==> config.mk <==
export PLATFORM = sky130hd
export DESIGN_NAME = glz_front
export DESIGN_NICKNAME = d
export VERILOG_FILES = /design/src/rtl/glz_pkg.sv /design/src/rtl/glz_front.sv
export SDC_FILE = /design/constraint.sdc
export NUM_CORES = 1
export LEC_CHECK = 0
export BUFFER_PORTS_ARGS = -buffer_cell sky130_fd_sc_hd__buf_2
export CAP_MARGIN = 20
export CORE_ASPECT_RATIO = 0.6
export CORE_MARGIN = 5
export CORE_UTILIZATION = 45
export DETAILED_ROUTE_END_ITERATION = 10
export PLACE_DENSITY = 0.78
export SYNTH_ARGS = -nofsm -noshare
export SYNTH_HDL_FRONTEND = slang
export SYNTH_SLANG_ARGS = --single-unit
==> constraint.sdc <==
create_clock -name clock -period 2 [get_ports clock]
set_input_delay 0.2 -clock clock [delete_from_list [all_inputs] [get_ports clock]]
set_output_delay 0.2 -clock clock [all_outputs]
set_load 0.02 [all_outputs]
==> src/rtl/glz_pkg.sv <==
`default_nettype none
// ----------------------------------------------------------------------------
// glz_pkg
// Shared types and constants for the GIF LZW encoder.
// ----------------------------------------------------------------------------
package glz_pkg;

   localparam int HashSlots = 8192;
   localparam int HashBits  = $clog2(HashSlots);
   localparam int MaxCodes  = 4096;
   localparam int MaxWidth  = 12;
   localparam int TagBits   = 8;
   localparam int KeyBits   = 20;
   localparam int AccBits   = 24;
   localparam logic [HashBits-1:0] HashMul = HashBits'(32'h9E3779B1);

   typedef struct packed {
      logic [7:0] pixel_index;
      logic       last_pixel;
   } req_type;

   typedef struct packed {
      logic [7:0] code_byte;
      logic       last_byte;
   } rsp_type;

   typedef struct packed {
      logic [7:0] k;
      logic       last;
   } item_type;

   typedef struct packed {
      logic [TagBits-1:0] tag;
      logic [KeyBits-1:0] key;
      logic [11:0]        code;
   } entry_type;

endpackage
`default_nettype wire

==> src/rtl/glz_front.sv <==
`default_nettype none
// ----------------------------------------------------------------------------
// glz_front
// Input queue: accepts pixel words, masks the index and holds two entries.
// ----------------------------------------------------------------------------
module glz_front (
   input  wire                 clock,
   input  wire                 reset,
   input  wire                 push,
   output logic                full,
   input  glz_pkg::req_type    req_item,
   input  wire  [3:0]          min_bits,
   output logic                item_valid,
   input  wire                 item_pop,
   output glz_pkg::item_type   item
);
   import glz_pkg::*;

   item_type   slot_ff [2];
   item_type   slot_in [2];
   logic [1:0] count_ff, count_in;
   logic       rd_ptr_ff, rd_ptr_in;
   logic       wr_ptr_ff, wr_ptr_in;
   logic [7:0] mask;
   logic       do_push, do_pop;

   assign mask       = 8'((9'd1 << min_bits) - 9'd1);
   assign full       = (count_ff == 2'd2);
   assign item_valid = (count_ff != 2'd0);
   assign item       = slot_ff[rd_ptr_ff];
   assign do_push    = push && !full;
   assign do_pop     = item_pop && item_valid;

   always_comb begin
      slot_in[0] = slot_ff[0];
      slot_in[1] = slot_ff[1];
      if (do_push) begin
         slot_in[wr_ptr_ff] = '{k: req_item.pixel_index & mask, last: req_item.last_pixel};
      end
      wr_ptr_in = wr_ptr_ff ^ do_push;
      rd_ptr_in = rd_ptr_ff ^ do_pop;
      count_in  = count_ff + 2'(do_push) - 2'(do_pop);
   end

   always_ff @(posedge clock) begin
      slot_ff[0] <= slot_in[0];
      slot_ff[1] <= slot_in[1];
      if (reset) begin
         count_ff  <= '0;
         rd_ptr_ff <= 1'b0;
         wr_ptr_ff <= 1'b0;
      end else begin
         count_ff  <= count_in;
         rd_ptr_ff <= rd_ptr_in;
         wr_ptr_ff <= wr_ptr_in;
      end
   end

endmodule
`default_nettype wire

# After elaboration in Yosys (flattened, before gate mapping)
# Memories as Yosys holds them, arrays and structs flattened. A register that Yosys moved wholly into a read port is not among the register bits.
# Index checks and enable logic that the tools add are counted.
[classes]
add_sub_neg = 3
magnitude_cmp = 2
n_eq_ne = 1
shifts = 1
mux = 5
bitwise_logic = 4
reduce_logical = 5
[ops]
columns = ["operator", "n"]
rows = [
  ["18-bit bitwise mux", 1],
  ["18-bit 2-to-1 mux", 1],
  ["9-bit demux with 1-bit select", 1],
  ["9-bit 2-to-1 mux", 1],
  ["8-bit bitwise AND", 1],
  ["1-bit by 4-bit left shift with 8-bit output, first input constant", 1],
  ["8-bit by 1-bit subtractor with 8-bit output, second input constant", 1],
  ["1-bit logical AND", 3],
  ["2-bit by 1-bit adder with 2-bit output", 1],
  ["2-bit equality test, second input constant", 1],
  ["2-bit greater-or-equal comparator, second input constant", 1],
  ["2-bit by 1-bit < comparator with 1-bit output, second input constant", 1],
  ["1-bit NOT with 2-bit output", 1],
  ["2-bit nonzero test", 1],
  ["2-bit by 1-bit subtractor with 2-bit output", 1],
  ["1-bit XOR", 2],
  ["1-bit logical NOT", 1],
  ["1-bit 2-to-1 mux", 1],
]
[totals]
ff_bits = 4
ram_bits = 18
out_inout_bits = 11
n_memories = 1
[memory_table]
columns = ["name", "words", "word_bits", "read_ports", "rd_clocked_by_memory_dff", "wr", "line_no", "rtl"]
rows = [
  ["slot_ff", 2, 9, 3, 1, 2, "glz_front.sv:19", "item_type slot_ff [2];"],
]

# Depth between registers and ports, before layout
# Gate-level depths: netlist of run 1.
[logic_depth]
ltp_word = 7
ltp_mapped = 9

# Worst setup path after synthesis of run 1
# No wires, ideal clock.
[synth_path]
path_kind = "input port to flip-flop"
from = "in min_bits[3]"
to = "mem slot_ff[0][3] in the netlist's numbering (data pin)"
setup_ns = 0.258
arrival_time_ns = 1.398
required_time_ns = 1.742
slack_ns = 0.344
path_stages = 5
n_path_buf = 1
path_cell_list = "clkbuf_1 > or4b_1 > ha_1 > xor2_1 > and2_1"
[synth_lines]
columns = ["element", "line_no", "rtl"]
rows = [
  ["start, declared", "glz_front.sv:12", "input wire [3:0] min_bits,"],
  ["end, declared", "glz_front.sv:19", ""],
]

# Worst setup path in the final report of run 1
[layout_path]
from = "reg count_ff[0]"
to = "reg count_ff[1]"
[layout_via]
elab_chain_len = 5
word_cells_on_any_way = 7
cone_classes = "add/sub: 2; eq/ne: 1; reduce/logical: 4"
[layout_lines]
columns = ["element", "line_no", "rtl"]
rows = [
  ["start, declared", "glz_front.sv:21", "logic [1:0] count_ff, count_in;"],
  ["start signal, assigned", "glz_front.sv:53", "count_ff <= count_in;"],
  ["2-bit equality test", "glz_front.sv:28", "assign full = (count_ff == 2'd2);"],
  ["1-bit logical NOT", "glz_front.sv:31", "assign do_push = push && !full;"],
  ["1-bit logical AND", "glz_front.sv:31", ""],
  ["2-bit by 1-bit adder with 2-bit output", "glz_front.sv:42", "count_in = count_ff + 2'(do_push) - 2'(do_pop);"],
  ["2-bit by 1-bit subtractor with 2-bit output (*)", "glz_front.sv:42", ""],
]
# Every way passes the cells marked *; elsewhere a longest branch is shown, timed or not.
# A chain may end at the register's enable or synchronous reset.

==> flow_summary.json, run 1 <==
{
  "path_clk_slew_ps": 80,
  "grtUsageTotal": 0.126,
  "final_max_slew_viol_count": 0,
  "fin_nets": 125,
  "antenna_found_initial": 0,
  "cts_setup_buffers": 0,
  "vias_per_cell": 4.75,
  "ios": 28,
  "p_leak_nw": 0.515,
  "dp_slack_ps": 258,
  "status": "finished, final reports clean",
  "peakVddDrop_uv": 683,
  "gp_congestion": 0.747,
  "place_hpwl_um": 1380,
  "final_hold_viol_count": 0,
  "initial_utilization": 0.471,
  "ys_ff_latch": 22,
  "die_h_um": 46.9,
  "crit_required_ps": 2190,
  "remaining_drc_errors": 0,
  "clockBufferDepth": 2,
  "syn_area_sq_mm": 0.00102,
  "final_common_cell": "buf_2",
  "grt_pass1_vias": 647,
  "layout_setup_ws_ps": 256,
  "cp-start-kind": "flop",
  "netlist_instances": 73,
  "diodes": 0,
  "core_sq_mm": 0.00216,
  "rsz0062_at_grt": "no",
  "fmax_mhz": 573,
  "maxCapViolCount": 0,
  "setup_viol": 0,
  "root_buffer": "clkbuf_8",
  "path_class": "reg2reg",
  "cts_resized": 0,
  "grt_overflow": 0,
  "p_total_mw": 1.60,
  "grt_pass1_wl_um": 2980,
  "crit_fanout": 4,
  "layout-drive-gt1-share": 0.431,
  "hold_class": "in2reg",
  "powerDensity_mw_per_mm2": 1280,
  "synth_fp_nets": 95,
  "min_period_over_period": 0.872,
  "path_cells": "nand2b_1, and2_1, inv_1, ha_1, inv_1, ha_1, xor2_1, and2_1, nor3_1",
  "crit_arrival_ps": 1930,
  "layout.cells.non_filler": 132,
  "post_drt_wl_per_cell_um": 13.9,
  "cpPeakStageDelay_ps": 380,
  "tns_ps": 0,
  "layout_common_cells": "buf_2, edfxtp_1, mux2_2",
  "slew-limit-headroom": 0.670,
  "ant_nets": 0,
  "dr.pass1.iters": 4,
  "ys_types": 24,
  "tightest_slew_ps": 494,
  "wl_um": 1830,
  "row_count": 13,
  "nFillCells": 184,
  "avgSynthCellArea_sq_um": 14.0,
  "seq_area_frac_synth": 0.609,
  "vias": 627,
  "slowest_stage": "dfxtp_1",
  "finClkSkew_ps": 3.63,
  "clk_latency_ps": 260,
  "period_needed_ps": 1740,
  "hold_buffers": 0,
  "die_w_um": 71.4,
  "htree_levels": 1,
  "grt_max_degree": 14,
  "cts_made_buffers": 3,
  "place_inst": 128,
  "cp_num_buf_inv": 2,
  "cp_top_family": "simple AND/OR/NAND/NOR gates",
  "die-area_sq_mm": 0.00335,
  "utilization": 0.580,
  "areaGrowthSynthToFinish_pct": 23.1,
  "critPathCaptureType": "flop",
  "drtIter0Drc": 13,
  "clock_sinks": 22,
  "port_buffers": 27,
  "yosys_warnings": 0,
  "cts_tree": "done"
}
==> cells in the mapped netlist, drive strengths merged <==
| master | number | area (sq um) |
|---|---|---|
| nor2b | 3 | 18.8 |
| inv | 4 | 15.0 |
| edfxtp | 18 | 541 |
| ha | 5 | 62.6 |
| or4 | 1 | 11.3 |
| a21oi | 2 | 10.0 |
| and2 | 5 | 33.8 |
| xor2 | 2 | 17.5 |
| nor3 | 2 | 10.0 |
| o211ai | 1 | 7.51 |
| clkbuf | 1 | 3.75 |
| o21ai | 1 | 5.00 |
| mux2 | 9 | 101 |
| o21a | 4 | 30.0 |
| xnor2 | 1 | 8.76 |
| or4b | 1 | 10.0 |
| nand2b | 1 | 6.26 |
| or2 | 1 | 6.26 |
| nor2 | 4 | 15.0 |
| buf | 1 | 5.00 |
| nand3 | 1 | 5.00 |
| dfxtp | 4 | 80.1 |
| nor4b | 1 | 15.0 |
==> per-layer routing <==
metal  routed length, um  GRT usage
met1                 876      0.153
met2                 830      0.208
met3                 113     0.0598
met4                   9     0.0337
met5                   0          0
==> where the power goes <==
part           switching [mW]  leakage [nW]  total, mW  internal (mW)
Clock                   0.141        0.0357      0.408          0.267
Sequential             0.0688         0.203      0.676          0.608
Combinational           0.290         0.276      0.520          0.230
==> worst paths after layout <==
kind	startpoint	to	slack, ps	cells after the start
hold / removal	req_item[0]	slot_ff[1][0]	130	1
setup reg to reg	count_ff[0]	count_ff[1]	260	9
setup / recovery	count_ff[0]	count_ff[1]	260	9
hold reg to reg	wr_ptr_ff	wr_ptr_ff	570	3
==> cell type report <==
class                   count  area [sq um]  area share
flip-flops and latches     22           621       0.495
multi-input cells          45           374       0.298
repair buffers             27           135       0.108
clock buffers               3          41.3      0.0329
well taps                  30          37.5      0.0299
clock inverters             1          30.0      0.0240
inverters                   4          15.0      0.0120
==> state kept, by name (all words and copies together) (netlist names) <==
| signal | cells |
|---|---|
| rd_ptr_ff | 1 |
| slot_ff | 18 |
| wr_ptr_ff | 1 |
| count_ff | 2 |
==> cells by family after synthesis <==
group,after synthesis,share of synthesized area
flip-flops,22,0.609
AND/OR/NAND/NOR,20,0.129
multiplexers,9,0.0995
AO/OA/AOI/OAI,8,0.0516
buffers and inverters,6,0.0233
adder cells (fa/ha/maj),5,0.0614
XOR/XNOR,3,0.0258
==> metrics by stage <==
stage / hold slack (ps) / instance area (sq um)
after global placement: 390 / 1180
after detailed placement: 396 / 1180
after global routing: 113 / 1250
after CTS: 123 / 1250
final: 125 / 1250
after floorplan: 267 / 1020
No activity file was read; power rests on OpenSTA's default activity.
==> run 2: changes to the inputs <==
--- a/config.mk
+++ b/config.mk
@@ -12,6 +12,7 @@
 export CORE_UTILIZATION = 45
 export DETAILED_ROUTE_END_ITERATION = 10
 export PLACE_DENSITY = 0.78
+export SLEW_MARGIN = 30
 export SYNTH_ARGS = -nofsm -noshare
 export SYNTH_HDL_FRONTEND = slang
 export SYNTH_SLANG_ARGS = --single-unit
==> constraint.sdc (replaced) <==
create_clock -name clock -period 2.2 [get_ports clock]
set_input_delay 0.22 -clock clock [delete_from_list [all_inputs] [get_ports clock]]
set_output_delay 0.22 -clock clock [all_outputs]
set_load 0.02 [all_outputs]
==> flow_summary.json, run 2 (synthesis gave the netlist of run 1 again) <==
{
  "cpPeakStageDelay_ps": 380,
  "grt_overflow": 0,
  "grt_max_degree": 14,
  "period_needed_ps": 1760,
  "layout_common_cells": "buf_2, edfxtp_1, mux2_2",
  "dr.pass1.iters": 4,
  "min_period_over_period": 0.800,
  "top_register": "slot_ff",
  "p_leak_nw": 0.515,
  "cts_tree": "done",
  "path_clk_slew_ps": 80,
  "path_class": "reg2reg",
  "slowest_stage": "dfxtp_1",
  "crit_fanout": 4,
  "critPathCaptureType": "flop",
  "initial_utilization": 0.471,
  "powerDensity_mw_per_mm2": 1160,
  "antenna_found_initial": 0,
  "layout-drive-gt1-share": 0.431,
  "crit_arrival_ps": 1940,
  "ios": 28,
  "maxCapViolCount": 0,
  "htree_levels": 1,
  "place_inst": 128,
  "status": "finished, final reports clean",
  "finClkSkew_ps": 2.58,
  "drtIter0Drc": 12,
  "areaGrowthSynthToFinish_pct": 23.1,
  "gp_congestion": 0.747,
  "layout.cells.non_filler": 132,
  "largest_reg_flops": 18,
  "final_common_cell": "buf_2",
  "hold_class": "in2reg",
  "place_hpwl_um": 1380,
  "final_max_slew_viol_count": 0,
  "cts_setup_buffers": 0,
  "rsz0062_at_grt": "no",
  "crit_required_ps": 2390,
  "vias": 626,
  "cp-start-kind": "flop",
  "clk_latency_ps": 260,
  "tightest_slew_ps": 461,
  "die-area_sq_mm": 0.00335,
  "cts_made_buffers": 3,
  "peakVddDrop_uv": 616,
  "cts_resized": 0,
  "row_count": 13,
  "wl_um": 1830,
  "dpl_cell_area_sq_mm": 0.00118,
  "post_drt_wl_per_cell_um": 13.9,
  "die_w_um": 71.4,
  "die_h_um": 46.9,
  "design_area_sq_mm": 0.00125,
  "final_hold_viol_count": 0,
  "hold_buffers": 0,
  "clockBufferDepth": 2,
  "remaining_drc_errors": 0,
  "grt_pass1_wl_um": 2930,
  "root_buffer": "clkbuf_8",
  "tns_ps": 0,
  "clock_sinks": 22,
  "vias_per_cell": 4.74,
  "slew-limit-headroom": 0.692,
  "fin_nets": 125,
  "core_sq_mm": 0.00216,
  "path_cells": "nand2b_1, and2_1, inv_1, ha_1, inv_1, ha_1, xor2_1, and2_1, nor3_1",
  "setup_viol": 0,
  "reg_top3": "slot_ff: 18 flops, count_ff: 2 flops",
  "fmax_mhz": 568,
  "p_total_mw": 1.45,
  "port_buffers": 27,
  "ant_nets": 0,
  "grtUsageTotal": 0.125,
  "diodes": 0,
  "hold_ws_ps": 148,
  "grt_pass1_vias": 640
}
-- run 2: cell counts in the layout (fill, tap and decap cells not counted) --
No cell type changed its count.
-- run 2: worst paths after layout --
kind / startpoint / to / slack [ps] / depth (start not counted)
worst max-delay path: count_ff[0] / count_ff[1] / 440 / 9
worst min-delay path: req_item[0] / slot_ff[1][0] / 150 / 1
worst max register to register: count_ff[0] / count_ff[1] / 440 / 9
worst min register to register: wr_ptr_ff / wr_ptr_ff / 570 / 3
-- run 2: where the power goes --
group          internal [mW]  switching, mW  total [mW]
combinational          0.209          0.263       0.472
sequential             0.552         0.0615       0.614
clock                  0.243          0.125       0.368
total                   1.00          0.450        1.45
-- run 2: cell type report --
class,instances,area [sq um]
clock buffer,3,41.3
clock inverter,1,30.0
fill,191,910
inverter,4,15.0
multi-input combinational,45,374
sequential,22,621
tap,30,37.5
timing repair buffer,27,135
-- run 2: critical path, delay by kind of cell (launching register included) --
| kind | cells | cell delay [ps] |
|---|---|---|
| buffers and inverters | 2 | 100 |
| adders and majority gates | 2 | 450 |
| and+or+nand+nor | 4 | 610 |
| xor gates and xnor gates | 1 | 150 |
| DFF | 1 | 380 |
-- run 2: per-stage QoR --
stage,setup slack [ps],utilization
6_report,441,0.580
3_3_place_gp,456,0.547
3_5_place_dp,438,0.547
4_1_cts,434,0.580
2_1_floorplan,524,-
5_1_grt,310,0.580
-- run 2: metal layers --
metal,track usage,wire (um)
met4,0.0337,9
met1,0.150,845
met5,0,0
met2,0.208,846
met3,0.0577,131
