<file path="src/rtl/glz_pkg.sv">
`default_nettype none
// ----------------------------------------------------------------------------
// glz_pkg
// Shared types and constants for the GIF LZW encoder.
// ----------------------------------------------------------------------------
package glz_pkg;

   localparam int HashSlots = 8192;
   localparam int HashBits  = $clog2(HashSlots);
   localparam int MaxCodes  = 4096;
   localparam int MaxWidth  = 12;
   localparam int TagBits   = 8;
   localparam int KeyBits   = 20;
   localparam int AccBits   = 24;
   localparam logic [HashBits-1:0] HashMul = HashBits'(32'h9E3779B1);

   typedef struct packed {
      logic [7:0] pixel_index;
      logic       last_pixel;
   } req_type;

   typedef struct packed {
      logic [7:0] code_byte;
      logic       last_byte;
   } rsp_type;

   typedef struct packed {
      logic [7:0] k;
      logic       last;
   } item_type;

   typedef struct packed {
      logic [TagBits-1:0] tag;
      logic [KeyBits-1:0] key;
      logic [11:0]        code;
   } entry_type;

endpackage
`default_nettype wire

</file>
<file path="src/rtl/glz_out_fifo.sv">
`default_nettype none
// ----------------------------------------------------------------------------
// glz_out_fifo
// Result queue of four packed code bytes.
// ----------------------------------------------------------------------------
module glz_out_fifo (
   input  wire                clock,
   input  wire                reset,
   input  wire                wr_en,
   input  glz_pkg::rsp_type   wr_word,
   output logic               wr_full,
   output logic               empty,
   input  wire                pop,
   output glz_pkg::rsp_type   rsp_item
);
   import glz_pkg::*;

   rsp_type    mem_ff [4];
   logic [1:0] rd_ptr_ff, rd_ptr_in;
   logic [1:0] wr_ptr_ff, wr_ptr_in;
   logic [2:0] count_ff, count_in;
   logic       do_push, do_pop;

   assign wr_full  = (count_ff == 3'd4);
   assign empty    = (count_ff == 3'd0);
   assign rsp_item = mem_ff[rd_ptr_ff];
   assign do_push  = wr_en && !wr_full;
   assign do_pop   = pop && !empty;

   always_comb begin
      wr_ptr_in = wr_ptr_ff + 2'(do_push);
      rd_ptr_in = rd_ptr_ff + 2'(do_pop);
      count_in  = count_ff + 3'(do_push) - 3'(do_pop);
   end

   always_ff @(posedge clock) begin
      if (do_push) begin
         mem_ff[wr_ptr_ff] <= wr_word;
      end
      if (reset) begin
         rd_ptr_ff <= '0;
         wr_ptr_ff <= '0;
         count_ff  <= '0;
      end else begin
         rd_ptr_ff <= rd_ptr_in;
         wr_ptr_ff <= wr_ptr_in;
         count_ff  <= count_in;
      end
   end

endmodule
`default_nettype wire

</file>
<file path="config.mk">
export PLATFORM = sky130hd
export DESIGN_NAME = glz_out_fifo
export DESIGN_NICKNAME = d
export VERILOG_FILES = /design/src/rtl/glz_pkg.sv /design/src/rtl/glz_out_fifo.sv
export SDC_FILE = /design/constraint.sdc
export NUM_CORES = 1
export LEC_CHECK = 0
export BUFFER_PORTS_ARGS = -buffer_cell sky130_fd_sc_hd__buf_2
export CAP_MARGIN = 20
export CORE_ASPECT_RATIO = 1.75
export CORE_MARGIN = 4
export CORE_UTILIZATION = 58
export CTS_BUF_LIST = sky130_fd_sc_hd__clkbuf_8
export CTS_CLUSTER_DIAMETER = 200
export DETAILED_ROUTE_END_ITERATION = 10
export PLACE_DENSITY = 0.81
export SKIP_CTS_REPAIR_TIMING = 1
export SLEW_MARGIN = 10
export SYNTH_ARGS = -nofsm -noshare
export SYNTH_HDL_FRONTEND = slang
export SYNTH_SLANG_ARGS = --single-unit
</file>
<file path="constraint.sdc">
create_clock -name clock -period 2.15 [get_ports clock]
set_clock_uncertainty 0.05 [all_clocks]
set_input_delay 0.215 -clock clock [delete_from_list [all_inputs] [get_ports clock]]
set_output_delay 0.215 -clock clock [all_outputs]
set_load 0.01 [all_outputs]
</file>
* After elaboration in Yosys (flattened, before gate mapping)
Memory sizes are Yosys's and may differ from the RTL's. A register that Yosys moved wholly into a read port is not among the register bits. Index checks and enable logic that the tools add are counted.
Storage, ports and cells: register bits after elaboration 7, bits in writable memories 36, input bits 13, output and inout bits 11, memories 1
Memory list:
- mem_ff | depth 4, width 9, read ports 1, clocked after memory_dff 1, wr ports 1, RTL line glz_out_fifo.sv:18 | rsp_type mem_ff [4];
Operators by class: add/sub/neg operators 4, equal/unequal tests 1, multiplexer cells 3, reduce and logical (&&, ||, !) cells 5
Operator list (number):
- 2-bit by 1-bit adder with 2-bit output | 2
- 3-bit by 1-bit adder with 3-bit output | 1
- 3-bit equality test (second input constant) | 1
- 3-bit logical NOT | 1
- 3-bit by 1-bit subtractor with 3-bit output | 1
- 1-bit logical AND | 2
- 1-bit logical NOT | 2
- 1-bit two-way mux | 2
- 2-bit two-way mux | 1

* Depth between registers and ports, before layout
Gate-level depths: netlist of the first run.
word-level depth 5, mapped depth 9, mapped depth without buffers 9

* Least setup slack after synthesis of the first run
OpenSTA, ideal clock, no wires.
path kind register to register, start reg count_ff[2], end reg count_ff[2], data arrival time 1917 ps, required time 1985 ps, setup slack 68 ps, cell stages (with the launch flop) 10, path buffers 0, clock period less this slack 2082 ps, cell sequence dfxtp_1 nor3b_2 nand2b_4 inv_2 xnor2_1 ha_1 fa_1 xnor2_1 xnor2_1 nor2_1
Between the ends: word-level cells in the longest chain between the ends 5
RTL lines:
- from (decl) | RTL line glz_out_fifo.sv:21 | logic [2:0] count_ff, count_in;
- from (signal assigned) | RTL line glz_out_fifo.sv:47 | count_ff <= count_in;
- 3-bit equality test | RTL line glz_out_fifo.sv:24 | assign wr_full = (count_ff == 3'd4);
- via wr_full | RTL line glz_out_fifo.sv:11 | output logic wr_full,
- 1-bit logical NOT | RTL line glz_out_fifo.sv:27 | assign do_push = wr_en && !wr_full;
- 1-bit logical AND | RTL line glz_out_fifo.sv:27
- 3-bit by 1-bit adder with 3-bit output | RTL line glz_out_fifo.sv:33 | count_in = count_ff + 3'(do_push) - 3'(do_pop);
- 3-bit by 1-bit subtractor with 3-bit output | RTL line glz_out_fifo.sv:33
The timed path passes the listed nets, and every way through them passes these cells. A chain may end at the register's enable or synchronous reset.

* Worst setup path in the final report of the first run
start reg count_ff[0], end reg count_ff[2]
Between the ends: word-level cells in the longest chain between the ends 5
RTL lines (RTL line):
- 3-bit equality test | glz_out_fifo.sv:24
- 1-bit logical NOT | glz_out_fifo.sv:27
- 1-bit logical AND | glz_out_fifo.sv:27
- 3-bit by 1-bit adder with 3-bit output | glz_out_fifo.sv:33
- 3-bit by 1-bit subtractor with 3-bit output * | glz_out_fifo.sv:33
Mark *: on every way between the ends. The rest lies on a longest branch, timed or not.

==> impl_metrics.tcl, run 1 <==
set metrics [dict create \
    min_path_type "input port to flip-flop" \
    min_from "wr_word[8]" \
    critPathRequiredTime_ps 2270 \
    wl_per_cell_um 17.5 \
    routed_wl_um 2530 \
    insertion_delay_ps 280 \
    syn_inst 82 \
    synth_seq_cells 43 \
    crit_type "flip-flop to flip-flop" \
    fin_nets 133 \
    synthXorXnorAreaFrac_pct 3.17 \
    synth-compound-area-share_pct 1.28 \
    muxShareOfSynthArea_pct 12.2 \
    max_cap_violations 0 \
    arrival_ps 2160 \
    r2r_slack_ps 120 \
    routed_via_density 5.68 \
    track_usage_pct 15.6 \
    cts_made_buffers 5 \
    pin_count 24 \
    clkSinkCount 43 \
    yosys_warnings 0 \
    finalSetupViolCount 0 \
    synth_area_um2 1660 \
    startpoint "count_ff[0]" \
    clk_pin_slew_ps 70 \
    io_buffers 23 \
    row_count 25 \
    pwr-share-comb_pct 28.8 \
    switching_share_pct 27.1 \
    die_h_um 78.8 \
    die_w_um 48.4 \
    cts_tree "yes" \
    grt_pass1_wl_um 4310 \
    initial_utilization_pct 61.0 \
    grt_pass1_vias 861 \
    path_max_fanout 5 \
    via_count 823 \
    design.core.area_um2 2720 \
    seqPwrFrac_pct 50.6 \
    synth_top_area_share_pct 65.1 \
    fillCellCount 174 \
    synth_fa_ha_area_share_pct 2.71 \
    final-max-slew-violation-count 0 \
    hold_violations 0 \
    synth.distinct_cells 21 \
    dpl.hpwl_um 1760 \
    fin_ws_ps 115 \
    yosysSeqAreaShare_pct 73.5 \
    fin_util_pct 71.4 \
    power.leakage_nw 0.703 \
    ctsLongestPathBuffers 2 \
    peakVddDrop_mv 0.721 \
    antenna_found_initial 0 \
    yosys-top-cells-area "edfxtp_1, mux4_2, dfxtp_1, xnor2_1, ha_1" \
    min_period_over_period_pct 94.6 \
    status "completed" \
    internal_power_mw 1.59 \
    gp_congestion 0.668 \
    first_iter_violations 25 \
    tightest_slew_ps 504 \
    yosys.area_share.simple_pct 5.88 \
    cts-root-buf "clkbuf_8" \
    start_kind "flip-flop" \
    synth_top_family_by_area "multiplexers" \
    endpoint_kind "flip-flop" \
    diodes 0 \
    drc 0 \
    fin_crit_ps 2030 \
    max-slew-margin-rel_pct 66.3 \
    yosysTopAreaCell "edfxtp_1" \
    layout-drive-gt1-share_pct 44.1 \
    p_clk_share_pct 20.5 \
    avgSynthCellArea_um2 20.2 \
    powerDensity_nw_per_um2 1120 \
    grt_start_max_net_pins 13 \
    place_ws_ps 52.8 \
    detail-route-antenna-nets 0 \
    htreeDepth 2 \
    reg2reg_from "count_ff[0]" \
    areaGrowthSynthToFinish_pct 17.0 \
    overflow 0 \
    synth_fp_nets 98 \
    fmax_mhz 492 \
    die-area_um2 3820 \
    dr.pass1.iters 4 \
    p_switching_mw 0.591 \
]
## final timing paths
kind                  end  cells after the start
max           count_ff[2]                      9
min          mem_ff[2][8]                      1
max reg2reg   count_ff[2]                      9
min reg2reg  wr_ptr_ff[1]                      2
## cells in the mapped netlist, drive strengths merged
library cell and count:
nand2b 2, mux4 9, dfxtp 7, nor2b 3, inv 2, edfxtp 36, o311ai 1, and3 1
xnor2 4, nor3 2, ha 2, o31ai 1, xor2 2, nor3b 3, fa 1, nor2 4
buf 2
## cell families after synthesis
group,after synthesis
mux,9
simple gates,15
compound gates,2
xor+xnor,6
flops,43
buf+inv,4
fa+ha+maj,3
## layer usage
metal  share of wire [%]  GRT usage [%]
met5                   0              0
met4                 1.7           8.31
met3                 4.8           5.25
met2                  55           25.7
met1                  38           17.6
## sequential cells by signal, summed over array words and instances, names as in the netlist
register / cells
mem_ff: 36
count_ff: 3
rd_ptr_ff: 2
wr_ptr_ff: 2
## cells in the final DEF, fill, tap and decap left out
| master | Yosys | routed |
|---|---|---|
| nor3b_4 | 0 | 1 |
| xor2_1 | 2 | 2 |
| dfxtp_2 | 0 | 2 |
| and3_1 | 1 | 1 |
| o31ai_2 | 1 | 1 |
| xnor2_1 | 4 | 4 |
| nand2b_1 | 1 | 1 |
| mux4_2 | 9 | 9 |
| inv_1 | 1 | 3 |
| nor2_1 | 4 | 4 |
| nand2b_4 | 1 | 1 |
| dfxtp_4 | 0 | 1 |
| buf_2 | 1 | 23 |
| inv_2 | 1 | 1 |
| o311ai_1 | 1 | 1 |
| nor3b_1 | 2 | 2 |
| clkbuf_8 | 0 | 5 |
| nor3_1 | 2 | 2 |
| nor2b_1 | 3 | 3 |
| edfxtp_1 | 36 | 36 |
| buf_4 | 1 | 7 |
| fa_1 | 1 | 1 |
| dfxtp_1 | 7 | 4 |
| clkinv_2 | 0 | 1 |
| ha_1 | 2 | 2 |
## worst max-delay path: stages (launching register included)
cell      delay (ps)
dfxtp_2          360
nor3b_4          210
nand2b_4         180
inv_2             50
xnor2_1          130
ha_1             210
fa_1             380
xnor2_1          180
xnor2_1          140
nor2_1            50
## power groups by stage
stage          combinational [mW]  clock, mW  sequential (mW)
5_1_grt                     0.694      0.517             1.12
3_3_place_gp                0.605          0             1.10
6_report                    0.629      0.448             1.11
4_1_cts                     0.629      0.468             1.10
3_5_place_dp                0.624          0             1.11
2_1_floorplan               0.434          0             1.09
## area by class of cell
cell class | instances | area (µm²) | share of cell area, %
Inverter | 2 | 7.51 | 0.386
Multi-Input combinational cell | 35 | 425 | 21.9
Clock inverter | 3 | 12.5 | 0.644
Clock buffer | 5 | 68.8 | 3.54
Timing Repair Buffer | 30 | 168 | 8.63
Tap cell | 27 | 33.8 | 1.74
Sequential cell | 43 | 1230 | 63.2
## stage by stage
step           instance area [µm²]  instances  hold slack, ps  power [mW]  setup TNS, ps
6_report                      1940        145            92.5        2.18              0
5_1_grt                       1940        145            69.9        2.33          -50.0
4_1_cts                       1920        144            83.0        2.19              0
3_5_place_dp                  1840        136             381        1.74              0
3_3_place_gp                  1840        136             375        1.71              0
2_1_floorplan                 1660         82             237        1.52              0
No activity file was read; power rests on OpenSTA's default activity.
==> run 2: changes to the inputs <==
Settings changed: CORE_UTILIZATION 58 to 60, PLACE_DENSITY 0.81 to 0.83.
Clock period 2.15 ns to 2.6 ns, I/O delays scaled along.
==> impl_metrics.tcl, run 2 (synthesis results as in run 1) <==
set metrics [dict create \
    path_max_fanout 5 \
    cts-root-buf "clkbuf_8" \
    fin_util_pct 73.0 \
    areaGrowthSynthToFinish_pct 18.2 \
    p_clk_share_pct 30.1 \
    grt_pass1_wl_um 4120 \
    insertion_delay_ps 300 \
    crit_type "flip-flop to flip-flop" \
    critPathRequiredTime_ps 2740 \
    tns_ps 0 \
    rsz0062_at_grt "no" \
    grt_start_max_net_pins 15 \
    design.core.area_um2 2690 \
    dpl.hpwl_um 1870 \
    status "completed" \
    fin_crit_ps 2110 \
    top_register "mem_ff" \
    whs_ps 129 \
    clkSinkCount 43 \
    min_period_over_period_pct 81.2 \
    final-max-slew-violation-count 0 \
    powerDensity_nw_per_um2 1020 \
    power.leakage_nw 0.700 \
    row_count 25 \
    switching_share_pct 25.5 \
    p_switching_mw 0.510 \
    routed_wl_um 2580 \
    dr.pass1.iters 3 \
    largest_reg_flops 36 \
    fin_ws_ps 489 \
    overflow 0 \
    pin_count 24 \
    detail-route-antenna-nets 0 \
    tightest_slew_ps 501 \
    track_usage_pct 16.6 \
    arrival_ps 2250 \
    fin_nets 130 \
    max-slew-margin-rel_pct 66.6 \
    cts_tree "yes" \
    place_ws_ps 484 \
    finalSetupViolCount 0 \
    internal_power_mw 1.49 \
    cts_made_buffers 5 \
    final_common_cell "edfxtp_1" \
    start_kind "flip-flop" \
    fmax_mhz 474 \
    top_regs "mem_ff: 36 flops, count_ff: 3 flops" \
    peakVddDrop_mv 0.701 \
    wl_per_cell_um 18.2 \
    pwr-share-comb_pct 24.0 \
    antenna_found_initial 0 \
    first_iter_violations 15 \
    die_w_um 47.8 \
    clk_pin_slew_ps 80 \
    gp_congestion 0.705 \
    htreeDepth 2 \
    layout-drive-gt1-share_pct 41.7 \
    seqPwrFrac_pct 45.9 \
    via_count 861 \
    final_cell_mix "edfxtp_1, buf_2, mux4_2, dfxtp_1, clkbuf_8" \
    drc 0 \
    hold_violations 0 \
    diodes 0 \
    min_path_type "input port to flip-flop" \
    io_buffers 23 \
    ctsLongestPathBuffers 2 \
    die_h_um 77.6 \
    grt_pass1_vias 885 \
    max_cap_violations 0 \
    die-area_um2 3710 \
    initial_utilization_pct 61.7 \
    endpoint_kind "flip-flop" \
    routed_via_density 6.06 \
]
[run 2: worst paths after layout]
check | start | end | slack, ps | depth (start not counted)
setup / recovery | count_ff[2] | count_ff[2] | 490 | 9
hold / removal | wr_word[0] | mem_ff[3][0] | 130 | 1
setup reg to reg | count_ff[2] | count_ff[2] | 490 | 9
hold reg to reg | wr_ptr_ff[1] | wr_ptr_ff[1] | 520 | 2
[run 2: power groups by stage]
stage / clock (mW) / combinational, mW / sequential, mW
2_1_floorplan: 0 / 0.359 / 0.900
3_3_place_gp: 0 / 0.476 / 0.923
3_5_place_dp: 0 / 0.489 / 0.936
4_1_cts: 0.620 / 0.492 / 0.920
5_1_grt: 0.639 / 0.533 / 0.931
6_report: 0.602 / 0.481 / 0.918
[run 2: layout make-up]
type,count,area [µm²]
inverter,2,7.51
clock buffer,5,68.8
sequential,43,1220
fill,187,727
clock inverter,3,67.6
tap,27,33.8
timing repair buffer,27,145
multi-input combinational,35,419
[run 2: metrics by stage]
stage / instance area, µm² / power, mW / std cells
floorplan: 1660 / 1.26 / 82
global placement: 1830 / 1.40 / 134
detailed placement: 1830 / 1.43 / 134
CTS: 1960 / 2.03 / 142
global route: 1960 / 2.10 / 142
finish: 1960 / 2.00 / 142
[run 2: layer usage]
| metal | track usage, % | part of all wire [%] | vias to the layer above |
|---|---|---|---|
| met3 | 4.18 | 5.1 | 7 |
| met1 | 17.6 | 35 | 448 |
| met4 | 8.89 | 2.6 | 0 |
| li1 | - | - | 386 |
| met2 | 27.9 | 57 | 20 |
| met5 | 0 | 0 | - |
[run 2: critical path, cell delays in order (launching register included)]
cell and delay, ps:
dfxtp_1 440, nor3b_2 220, nand2b_4 180, inv_2 50
xnor2_1 120, ha_1 200, fa_1 370, xnor2_1 180
xnor2_1 150, nor2_1 50
==> run 3: changes to the inputs <==
Settings changed: CORE_UTILIZATION 60 to 58, PLACE_DENSITY 0.83 to 0.81.
Clock period 2.6 ns to 2.2 ns, I/O delays scaled along.
==> impl_metrics.tcl, run 3 (synthesis results as in run 1) <==
set metrics [dict create \
    cp_cell_sequence "nor3b_2 -> nand2b_4 -> inv_2 -> xnor2_1 -> ha_1 -> fa_2 -> xnor2_2 -> xnor2_1 -> nor2_1" \
    cp_top_family "adder cells" \
    clkSinkCount 43 \
    min_path_type "input port to flip-flop" \
    die_h_um 78.8 \
    min_period_over_period_pct 92.5 \
    worst_path_max_delay_cell "dfxtp_2" \
    reg2reg_from "count_ff[1]" \
    row_count 25 \
    drc 0 \
    status "completed" \
    p_clk_share_pct 22.8 \
    htreeDepth 2 \
    diodes 0 \
    layout-drive-gt1-share_pct 45.3 \
    tns_ps 0 \
    routed_via_density 5.69 \
    grt_pass1_vias 883 \
    cpMostUsedCell "xnor2_1" \
    dr.pass1.iters 5 \
    fin_ws_ps 164 \
    wl_per_cell_um 18.4 \
    path_max_fanout 6 \
    first_iter_violations 16 \
    grt_start_max_net_pins 14 \
    place_ws_ps 103 \
    final_cell_mix "edfxtp_1, buf_2, mux4_2, clkbuf_8, buf_4" \
    initial_utilization_pct 61.0 \
    p_switching_mw 0.607 \
    die_w_um 48.4 \
    switching_share_pct 27.7 \
    min_from "wr_word[5]" \
    ctsLongestPathBuffers 2 \
    internal_power_mw 1.58 \
    grt_pass1_wl_um 4450 \
    final_common_cell "edfxtp_1" \
    max_stage_delay_ps 370 \
    max-slew-margin-rel_pct 65.6 \
    seqPwrFrac_pct 50.0 \
    cts_made_buffers 5 \
    reg2regPathDepth 9 \
    start_kind "flip-flop" \
    finalSetupViolCount 0 \
    track_usage_pct 15.7 \
    hold_violations 0 \
    antenna_found_initial 0 \
    fmax_mhz 491 \
    endpoint_kind "flip-flop" \
    critPathRequiredTime_ps 2330 \
    io_buffers 23 \
    top_regs "mem_ff: 36 flops, count_ff: 3 flops" \
    largest_reg_flops 36 \
    clk_pin_slew_ps 80 \
    crit_buf_inv 1 \
    peakVddDrop_mv 0.735 \
    final-max-slew-violation-count 0 \
    via_count 820 \
    powerDensity_nw_per_um2 1120 \
    routed_wl_um 2640 \
    fin_nets 132 \
    power.leakage_nw 0.698 \
    tightest_slew_ps 516 \
    cts-root-buf "clkbuf_8" \
    pin_count 24 \
    dpl.hpwl_um 1810 \
    r2r_slack_ps 160 \
    rsz0062_at_grt "no" \
    cts_tree "yes" \
    areaGrowthSynthToFinish_pct 17.5 \
    whs_ps 91.3 \
    fin_crit_ps 2040 \
    insertion_delay_ps 280 \
    design.core.area_um2 2720 \
    arrival_ps 2160 \
    detail-route-antenna-nets 0 \
    holdPathEnd "mem_ff[2][5]" \
    reg2reg_to "count_ff[2]" \
    die-area_um2 3820 \
    overflow 0 \
    holdPathStages 1 \
    crit_type "flip-flop to flip-flop" \
    pwr-share-comb_pct 27.2 \
    gp_congestion 0.664 \
    max_cap_violations 0 \
    top_register "mem_ff" \
]
==> run 3: layout make-up <==
cell class / instances / area, µm²
fill: 178 / 771
clock inverter: 2 / 11.3
tap: 27 / 33.8
timing repair buffer: 29 / 160
inverter: 2 / 7.51
sequential: 43 / 1230
clock buffer: 6 / 82.6
multi-input combinational: 35 / 429
==> run 3: how the worst max path moves through the flow <==
stage	startpoint	endpoint	slack, ps	cells past startpoint
floorplan	count_ff[2]	count_ff[2]	120	9
global placement	count_ff[2]	count_ff[2]	160	9
detailed placement	count_ff[2]	count_ff[2]	100	9
CTS	count_ff[2]	count_ff[2]	90	9
global route	count_ff[2]	count_ff[2]	20	9
finish	count_ff[1]	count_ff[2]	160	9
==> run 3: metrics by stage <==
step	cell area, µm²	utilization, %	total power, mW	cells
floorplan	1660	-	1.49	82
global placement	1830	67.4	1.66	135
detailed placement	1830	67.4	1.69	135
CTS	1930	70.9	2.19	143
global route	1950	71.7	2.33	144
finish	1950	71.7	2.19	144
==> run 3: per-layer routing <==
layer	vias to the layer above	global-route usage, %	part of all wire [%]
li1	388	-	-
met1	411	18.8	40
met2	17	26.0	54
met3	4	4.13	3.9
met4	0	7.48	2.0
met5	-	0	0
==> run 3: power groups by stage <==
stage / logic, mW / registers, mW / clock network [mW]
2_1_floorplan: 0.424 / 1.06 / 0
3_3_place_gp: 0.562 / 1.10 / 0
4_1_cts: 0.585 / 1.09 / 0.514
6_report: 0.597 / 1.10 / 0.500
3_5_place_dp: 0.581 / 1.11 / 0
5_1_grt: 0.664 / 1.11 / 0.548
